`src/rtl/ftdos_pkg.sv`:
```
`timescale 1ns / 1ps
`default_nettype none
// ----------------------------------------------------------------------------
// ftdos_pkg
// Constants and helpers shared by the FILETIME to FAT date/time converter.
// ----------------------------------------------------------------------------
package ftdos_pkg;

    // tick counts for 1980-01-01 and 2038-01-01 UTC (ticks since 1601)
    localparam logic [63:0] FT_LO   = 64'd119600064000000000;
    localparam logic [63:0] FT_HI   = 64'd137903904000000000;
    localparam logic [63:0] FT_SPAN = 64'd18303840000000000;

    // constant divisors (for 1e7 and 86400 the power-of-two factor is taken out by shifts)
    localparam int DIV_SUBSEC = 78125;
    localparam int DIV_DAY    = 675;
    localparam int DIV_QUAD   = 1461;
    localparam int DIV_HOUR   = 3600;
    localparam int DIV_MIN    = 60;

    // day offsets of each year inside a leap-first four-year block
    localparam logic [10:0] QUAD_Y1 = 11'd366;
    localparam logic [10:0] QUAD_Y2 = 11'd731;
    localparam logic [10:0] QUAD_Y3 = 11'd1096;

    // edges from an accepted beat to the edge that takes its result
    localparam int PIPE_LAT = 21;

    typedef struct packed {
        logic       ok;
        logic [5:0] year_off;
        logic [8:0] doy;
        logic       leap;
        logic [4:0] hour;
        logic [5:0] minute;
        logic [4:0] half_sec;
    } t_date_st;

    function automatic logic [8:0] month_start(input logic [3:0] mon, input logic leap);
        logic [8:0] base;
        unique case (mon)
            4'd2:    base = 9'd31;
            4'd3:    base = 9'd59;
            4'd4:    base = 9'd90;
            4'd5:    base = 9'd120;
            4'd6:    base = 9'd151;
            4'd7:    base = 9'd181;
            4'd8:    base = 9'd212;
            4'd9:    base = 9'd243;
            4'd10:   base = 9'd273;
            4'd11:   base = 9'd304;
            4'd12:   base = 9'd334;
            default: base = 9'd0;
        endcase
        if (leap && mon >= 4'd3) begin
            base = base + 9'd1;
        end
        return base;
    endfunction

endpackage
`default_nettype wire

```
`src/rtl/filetime_to_dos_date_time.sv`:
```
`timescale 1ns / 1ps
`default_nettype none
// ----------------------------------------------------------------------------
// filetime_to_dos_date_time
// Converts a 64-bit count of 100 ns ticks since 1601 into FAT date/time words.
// ----------------------------------------------------------------------------
// Usage:
//   Input: drive i_file_time and pulse i_start; a beat is taken on every edge
//   where i_start is high and o_busy is low. o_busy is always low, so a new
//   beat may enter on every cycle.
//   Output: o_done is high for one cycle with o_fat_date, o_fat_time and
//   o_valid_res. Results come out in input order, one per input beat.
//   Throughput: one beat per cycle. The pipeline depth is set by the chain of
//   constant dividers (1e7, 86400, the four-year block, 3600, 60) retiring
//   four to six quotient bits a stage. Times before 1980 or from 2038 on
//   give o_valid_res low and zero words.
//   Reset: synchronous, active low; clears all valid bits, so beats in flight
//   are dropped and no o_done follows. The receiver cannot stall.
// ----------------------------------------------------------------------------
module filetime_to_dos_date_time (
    input  wire logic        i_clk,
    input  wire logic        i_rst_n,
    input  wire logic        i_start,
    input  wire logic [63:0] i_file_time,
    output logic             o_busy,
    output logic             o_done,
    output logic [15:0]      o_fat_date,
    output logic [15:0]      o_fat_time,
    output logic             o_valid_res
);

    // front end: range check and offset removal
    logic        r_s0_vld;
    logic [63:0] r_s0_ft;
    logic        r_s1_vld;
    logic        r_s1_ok;
    logic [63:0] r_s1_t;
    logic        r_s2_vld;
    logic        r_s2_ok;
    logic [47:0] r_s2_num;
    logic [64:0] c_diff;

    assign o_busy = 1'b0;
    assign c_diff = {1'b0, r_s0_ft} - {1'b0, ftdos_pkg::FT_LO};

    always_ff @(posedge i_clk) begin
        if (!i_rst_n) begin
            r_s0_vld <= 1'b0;
            r_s1_vld <= 1'b0;
            r_s2_vld <= 1'b0;
        end else begin
            r_s0_vld <= i_start && !o_busy;
            r_s1_vld <= r_s0_vld;
            r_s2_vld <= r_s1_vld;
        end
    end

    always_ff @(posedge i_clk) begin
        r_s0_ft  <= i_file_time;
        r_s1_ok  <= !c_diff[64];
        r_s1_t   <= c_diff[63:0];
        r_s2_ok  <= r_s1_ok && (r_s1_t < ftdos_pkg::FT_SPAN);
        r_s2_num <= r_s1_t[54:7];
    end

    // seconds since 1980
    logic        d1_vld;
    logic [30:0] d1_secs;
    logic        d1_ok;

    ftdos_cdiv #(
        .DW(48), .QW(31), .RW(17), .DIV(ftdos_pkg::DIV_SUBSEC), .SPS(4), .SW(1)
    ) u_div_sec (
        .i_clk  (i_clk),
        .i_rst_n(i_rst_n),
        .i_vld  (r_s2_vld),
        .i_num  (r_s2_num),
        .i_side (r_s2_ok),
        .o_vld  (d1_vld),
        .o_quo  (d1_secs),
        .o_rem  (),
        .o_side (d1_ok)
    );

    // days and second of day
    logic        d2_vld;
    logic [14:0] d2_days;
    logic [9:0]  d2_rem;
    logic [7:0]  d2_side;
    logic [16:0] c_tod;

    ftdos_cdiv #(
        .DW(24), .QW(15), .RW(10), .DIV(ftdos_pkg::DIV_DAY), .SPS(4), .SW(8)
    ) u_div_day (
        .i_clk  (i_clk),
        .i_rst_n(i_rst_n),
        .i_vld  (d1_vld),
        .i_num  (d1_secs[30:7]),
        .i_side ({d1_ok, d1_secs[6:0]}),
        .o_vld  (d2_vld),
        .o_quo  (d2_days),
        .o_rem  (d2_rem),
        .o_side (d2_side)
    );

    assign c_tod = {d2_rem, d2_side[6:0]};

    // four-year blocks since 1980
    logic        d3_vld;
    logic [3:0]  d3_quad;
    logic [10:0] d3_rem;
    logic [17:0] d3_side;

    ftdos_cdiv #(
        .DW(15), .QW(4), .RW(11), .DIV(ftdos_pkg::DIV_QUAD), .SPS(4), .SW(18)
    ) u_div_quad (
        .i_clk  (i_clk),
        .i_rst_n(i_rst_n),
        .i_vld  (d2_vld),
        .i_num  (d2_days),
        .i_side ({d2_side[7], c_tod}),
        .o_vld  (d3_vld),
        .o_quo  (d3_quad),
        .o_rem  (d3_rem),
        .o_side (d3_side)
    );

    // hour
    logic        d4_vld;
    logic [4:0]  d4_hour;
    logic [11:0] d4_rem;
    logic [15:0] d4_side;

    ftdos_cdiv #(
        .DW(17), .QW(5), .RW(12), .DIV(ftdos_pkg::DIV_HOUR), .SPS(5), .SW(16)
    ) u_div_hour (
        .i_clk  (i_clk),
        .i_rst_n(i_rst_n),
        .i_vld  (d3_vld),
        .i_num  (d3_side[16:0]),
        .i_side ({d3_side[17], d3_quad, d3_rem}),
        .o_vld  (d4_vld),
        .o_quo  (d4_hour),
        .o_rem  (d4_rem),
        .o_side (d4_side)
    );

    // minute and second
    logic        d5_vld;
    logic [5:0]  d5_min;
    logic [5:0]  d5_sec;
    logic [20:0] d5_side;

    ftdos_cdiv #(
        .DW(12), .QW(6), .RW(6), .DIV(ftdos_pkg::DIV_MIN), .SPS(6), .SW(21)
    ) u_div_min (
        .i_clk  (i_clk),
        .i_rst_n(i_rst_n),
        .i_vld  (d4_vld),
        .i_num  (d4_rem),
        .i_side ({d4_side, d4_hour}),
        .o_vld  (d5_vld),
        .o_quo  (d5_min),
        .o_rem  (d5_sec),
        .o_side (d5_side)
    );

    // year in block, day of year, rounded half seconds
    logic                 r_sa_vld;
    ftdos_pkg::t_date_st  r_sa;
    ftdos_pkg::t_date_st  n_sa;
    logic [10:0]          c_rem;
    logic [10:0]          c_ystart;
    logic [1:0]           c_yib;
    logic [6:0]           c_sec_up;

    assign c_rem    = d5_side[15:5];
    assign c_sec_up = {1'b0, d5_sec} + 7'd1;

    always_comb begin
        if (c_rem < ftdos_pkg::QUAD_Y1) begin
            c_yib    = 2'd0;
            c_ystart = 11'd0;
        end else if (c_rem < ftdos_pkg::QUAD_Y2) begin
            c_yib    = 2'd1;
            c_ystart = ftdos_pkg::QUAD_Y1;
        end else if (c_rem < ftdos_pkg::QUAD_Y3) begin
            c_yib    = 2'd2;
            c_ystart = ftdos_pkg::QUAD_Y2;
        end else begin
            c_yib    = 2'd3;
            c_ystart = ftdos_pkg::QUAD_Y3;
        end
        n_sa.ok       = d5_side[20];
        n_sa.year_off = {d5_side[19:16], c_yib};
        n_sa.doy      = 9'(c_rem - c_ystart);
        n_sa.leap     = (c_yib == 2'd0);
        n_sa.hour     = d5_side[4:0];
        n_sa.minute   = d5_min;
        n_sa.half_sec = c_sec_up[5:1];
    end

    // month
    logic                 r_sb_vld;
    ftdos_pkg::t_date_st  r_sb;
    logic [3:0]           r_sb_mon;
    logic [3:0]           n_sb_mon;

    always_comb begin
        n_sb_mon = 4'd1;
        for (int k = 2; k <= 12; k++) begin
            if (r_sa.doy >= ftdos_pkg::month_start(4'(k), r_sa.leap)) begin
                n_sb_mon = n_sb_mon + 4'd1;
            end
        end
    end

    // day of month and packing
    logic        r_done;
    logic [15:0] r_fat_date;
    logic [15:0] r_fat_time;
    logic        r_valid_res;
    logic [4:0]  c_day;

    assign c_day = 5'(r_sb.doy - ftdos_pkg::month_start(r_sb_mon, r_sb.leap) + 9'd1);

    always_ff @(posedge i_clk) begin
        if (!i_rst_n) begin
            r_sa_vld <= 1'b0;
            r_sb_vld <= 1'b0;
            r_done   <= 1'b0;
        end else begin
            r_sa_vld <= d5_vld;
            r_sb_vld <= r_sa_vld;
            r_done   <= r_sb_vld;
        end
    end

    always_ff @(posedge i_clk) begin
        r_sa        <= n_sa;
        r_sb        <= r_sa;
        r_sb_mon    <= n_sb_mon;
        r_valid_res <= r_sb.ok;
        if (r_sb.ok) begin
            r_fat_date <= {1'b0, r_sb.year_off, r_sb_mon, c_day};
            r_fat_time <= {r_sb.hour, r_sb.minute, r_sb.half_sec};
        end else begin
            r_fat_date <= 16'd0;
            r_fat_time <= 16'd0;
        end
    end

    assign o_done      = r_done;
    assign o_fat_date  = r_fat_date;
    assign o_fat_time  = r_fat_time;
    assign o_valid_res = r_valid_res;

endmodule
`default_nettype wire

```
`src/rtl/ftdos_cdiv.sv`:
```
`timescale 1ns / 1ps
`default_nettype none
// ----------------------------------------------------------------------------
// ftdos_cdiv
// Pipelined restoring divider by a constant. Up to SPS quotient bits per stage,
// sideband data and a valid bit travel with each beat. The top DW-QW bits of
// the dividend must be below DIV.
// ----------------------------------------------------------------------------
module ftdos_cdiv #(
    parameter int DW  = 48,
    parameter int QW  = 31,
    parameter int RW  = 17,
    parameter int DIV = 78125,
    parameter int SPS = 4,
    parameter int SW  = 1
) (
    input  wire logic          i_clk,
    input  wire logic          i_rst_n,
    input  wire logic          i_vld,
    input  wire logic [DW-1:0] i_num,
    input  wire logic [SW-1:0] i_side,
    output logic               o_vld,
    output logic [QW-1:0]      o_quo,
    output logic [RW-1:0]      o_rem,
    output logic [SW-1:0]      o_side
);

    localparam int NS = (QW + SPS - 1) / SPS;
    localparam int WW = RW + QW;
    localparam logic [RW:0] DIV_C = (RW+1)'(DIV);

    logic [NS-1:0] r_vld;
    logic [WW-1:0] r_work [NS];
    logic [SW-1:0] r_side [NS];

    logic [NS-1:0] c_vin;
    logic [WW-1:0] c_win  [NS];
    logic [SW-1:0] c_sin  [NS];
    logic [WW-1:0] n_work [NS];

    always_comb begin
        c_vin[0] = i_vld;
        c_win[0] = {RW'(i_num >> QW), i_num[QW-1:0]};
        c_sin[0] = i_side;
        for (int s = 1; s < NS; s++) begin
            c_vin[s] = r_vld[s-1];
            c_win[s] = r_work[s-1];
            c_sin[s] = r_side[s-1];
        end
    end

    always_comb begin
        logic [WW-1:0] w;
        logic [RW:0]   cand;
        logic          ge;
        for (int s = 0; s < NS; s++) begin
            w = c_win[s];
            for (int k = 0; k < SPS; k++) begin
                if (s * SPS + k < QW) begin
                    cand = w[WW-1:QW-1];
                    ge   = (cand >= DIV_C);
                    if (ge) begin
                        cand = cand - DIV_C;
                    end
                    w = {cand[RW-1:0], w[QW-2:0], ge};
                end
            end
            n_work[s] = w;
        end
    end

    always_ff @(posedge i_clk) begin
        if (!i_rst_n) begin
            r_vld <= '0;
        end else begin
            r_vld <= c_vin;
        end
    end

    always_ff @(posedge i_clk) begin
        r_work <= n_work;
        r_side <= c_sin;
    end

    assign o_vld  = r_vld[NS-1];
    assign o_quo  = r_work[NS-1][QW-1:0];
    assign o_rem  = r_work[NS-1][WW-1:QW];
    assign o_side = r_side[NS-1];

endmodule
`default_nettype wire

```
`config.mk`:
```
export PLATFORM = sky130hd
export DESIGN_NAME = filetime_to_dos_date_time
export DESIGN_NICKNAME = d
export VERILOG_FILES = /design/src/rtl/ftdos_pkg.sv /design/src/rtl/filetime_to_dos_date_time.sv /design/src/rtl/ftdos_cdiv.sv
export SDC_FILE = /design/constraint.sdc
export NUM_CORES = 2
export LEC_CHECK = 0
export BUFFER_PORTS_ARGS = -buffer_cell sky130_fd_sc_hd__buf_2
export CORE_UTILIZATION = 51
export DETAILED_ROUTE_END_ITERATION = 16
export PLACE_DENSITY_LB_ADDON = 0.2
export SETUP_SLACK_MARGIN = 0.4
export SLEW_MARGIN = 10
export SYNTH_ARGS = -nofsm -noshare
export SYNTH_HDL_FRONTEND = slang
export SYNTH_SLANG_ARGS = --single-unit
```
`constraint.sdc`:
```
create_clock -name i_clk -period 8.6 [get_ports i_clk]
set_input_delay 0 -clock i_clk [delete_from_list [all_inputs] [get_ports i_clk]]
set_output_delay 0 -clock i_clk [all_outputs]
set_load 0.03 [all_outputs]
```
==> flow_summary.json <==
{
  "routed_wl_mm": 115,
  "cts_buffers": 92,
  "drtIter0Drc": 2902,
  "antenna_found_initial": 4,
  "setup_tns_ns": 0,
  "syn_area_per_cell_um2": 8.57,
  "grt_max_degree": 33,
  "grt_pass1_wl_mm": 193,
  "path_common_cell": "or4_1",
  "rsz0062_at_grt": "yes",
  "ctsLongestPathBuffers": 3,
  "row_count": 114,
  "crit_required_ns": 9.14,
  "cpPeakStageDelay_ns": 0.58,
  "synthTopCellsByCount": "dfxtp_1, xnor2_1, nor2_1",
  "final-max-slew-violation-count": 0,
  "maxCapViolCount": 0,
  "clockRootBuffer": "clkbuf_16",
  "fp.coreArea_um2": 96700,
  "relSlewSlack_pct": 36.0,
  "fp.dieW_um": 314,
  "initial_core_util_pct": 51.5,
  "grt_use_total_pct": 22.8,
  "die_h_um": 314,
  "cts.sinks": 894,
  "synth_warnings": 0,
  "fin_worst_skew_ns": 0.0213,
  "synth-seq-cells": 894,
  "yosysMostFrequentCell": "dfxtp_1",
  "wl_per_cell_um": 15.5,
  "worstMarginPinSlew_ns": 0.959,
  "grt_pass1_vias": 39600,
  "post-dp-hpwl_mm": 83.5,
  "hold_path_depth": 2,
  "synth_area_um2": 49800,
  "r2r_cells": 28,
  "timing.rr.start": "u_div_sec.c_win[332]",
  "worstHoldStart": "i_file_time[35]",
  "area_growth_pct": 12.9,
  "end_kind": "flop",
  "cp_max_fo": 13,
  "hold_path_end": "r_s0_ft[35]",
  "vias": 42200,
  "r2r_setup_slack_ns": 0.74,
  "critPathKind": "reg -> reg",
  "crit_path_top_delay_cell": "or4_1",
  "worstPathArrival_ns": 8.40,
  "gp_congestion": 0.884,
  "min_period_ns": 7.86,
  "ys.flop_type": "dfxtp_1",
  "yosysTopAreaCellShare_pct": 36.0,
  "synth_top_area_cell": "dfxtp_1",
  "grt_overflow_total": 0,
  "synth.area.top_cells": "dfxtp_1, xnor2_1, xor2_1, a21oi_1, ha_1",
  "ys_seq_area_share_pct": 36.0,
  "cts_tree": "done",
  "viasPerCell": 5.72,
  "drive_above_1_share_pct": 9.48,
  "ant_nets": 0,
  "drc": 0,
  "period_share_pct": 91.4,
  "fillers": 8664,
  "r2r_end": "u_div_sec.c_win[274]",
  "outcome": "completed",
  "startpoint_type": "flop",
  "hold_class": "in -> reg",
  "dieArea_um2": 98900,
  "io_pins": 102,
  "nets": 6234,
  "worst_skew_pair.late_latency_ns": 0.67,
  "synth_edf_count": 0,
  "fmax_mhz": 127,
  "htreeDepth": 3,
  "synth_cells": 5811,
  "dr.pass1.iters": 6,
  "async_flop_share_pct": 0,
  "report.final.hold_viol_count": 0,
  "setup_viol_count_final": 0,
  "portBuffers": 92,
  "clk_pin_slew_worst_paths_ns": 0.06,
  "yosysUniqueCellTypes": 114
}
-- how the worst max path moves through the flow --
stage,from,end,slack [ns]
after floorplan,u_div_sec.c_win[332],u_div_sec.c_win[274],0.47
after global placement,u_div_sec.c_win[332],u_div_sec.c_win[274],0.71
after detailed placement,u_div_sec.c_win[332],u_div_sec.c_win[274],0.58
after CTS,u_div_sec.c_win[332],u_div_sec.c_win[274],0.58
after global routing,r_s2_num[30],u_div_sec.c_win[327],0.37
final,u_div_sec.c_win[332],u_div_sec.c_win[274],0.74
-- sequential cells by signal, indices dropped and copies added, names as in the netlist, 16 cells and up, named ones only --
name / flops
u_div_sec.c_win: 336
u_div_day.c_win: 75
r_s0_ft: 57
r_s1_t: 57
r_s2_num: 48
r_sa: 33
u_div_sec.o_quo: 31
r_sb: 29
u_div_day.c_sin: 24
u_div_min.o_side: 21
u_div_quad.o_side: 18
u_div_hour.r_work: 17
o_fat_time: 16
u_div_hour.o_side: 16
-- cell usage in the layout (no fill, tap or decap), types with 57 or more instances in the layout --
cell type,instances
and2_1,113
nand2_1,430
mux2i_1,79
nand2b_1,66
nand4_1,60
a211oi_1,72
a21o_1,82
nor2_1,437
o21ai_0,322
dfxtp_1,893
xnor2_1,503
clkbuf_16,93
inv_1,227
ha_1,133
nor3_1,170
o211ai_1,63
a21oi_1,351
xor2_1,244
buf_2,92
a31oi_1,78
nand3_1,153
mux2_2,57
buf_4,83
dlygate4sd3_1,116
-- metal layers --
layer  share of wire, %  track usage, %  wire length [um]
met1                 48            31.1             54700
met3                4.7            2.94              5340
met4                2.2            6.82              2540
met2                 45            37.3             52100
met5              0.013               0                15
-- layout make-up --
| type | instances | area, um2 | area share [%] |
|---|---|---|---|
| clock inverters | 45 | 514 | 0.915 |
| diodes | 1 | 2.50 | 0.00445 |
| clock buffers | 118 | 2530 | 4.50 |
| repair buffers | 292 | 2260 | 4.01 |
| well taps | 1276 | 1600 | 2.84 |
| multi-input cells | 4507 | 30500 | 54.2 |
| inverters | 243 | 927 | 1.65 |
| flip-flops and latches | 894 | 17900 | 31.8 |
-- kinds of logic after synthesis --
group / count (synthesis) / share of synthesized area (%)
AOI/OAI and AO/OA: 1634 / 22.4
xor gates and xnor gates: 755 / 13.3
adders and majority gates: 137 / 3.49
buffers and inverters: 411 / 3.33
DFF: 894 / 36.0
muxes: 137 / 2.92
other: 1 / 0.00753
and+or+nand+nor: 1842 / 18.6
-- per-stage QoR --
| step | cells | utilization, % | area, um2 | worst slack, ns | hold WS (ns) |
|---|---|---|---|---|---|
| after floorplan | 5812 | - | 49800 | 0.468 | 0.0277 |
| after global placement | 7094 | 53.5 | 51700 | 0.710 | 0.102 |
| after detailed placement | 7094 | 53.5 | 51700 | 0.581 | 0.104 |
| after CTS | 7373 | 57.9 | 56000 | 0.576 | 0.0390 |
| after global routing | 7376 | 58.1 | 56200 | 0.366 | 0.0639 |
| final | 7376 | 58.1 | 56200 | 0.740 | 0.0773 |
-- what timing repair did --
item / 4_1_cts / 5_1_grt
hold endpoints to repair: 78 / 0
endpoints found under the setup margin: 0 / 119
hold buffers: 116 / 0
gates resized for setup: 0 / 54
setup buffers: 0 / 2
-- worst max-delay path: cells and delay by family, from the launching register on --
kind                     cells  cell delay, ns
AND/OR/NAND/NOR             12            3.87
AO/OA/AOI/OAI                9            1.94
XOR/XNOR                     3            0.60
adder cells (fa/ha/maj)      2            0.52
flip-flops                   1            0.41
buffers and inverters        2            0.39
Power is not shown: default switching activity piles up to over one toggle a cycle in this logic, so the estimate is an artifact.
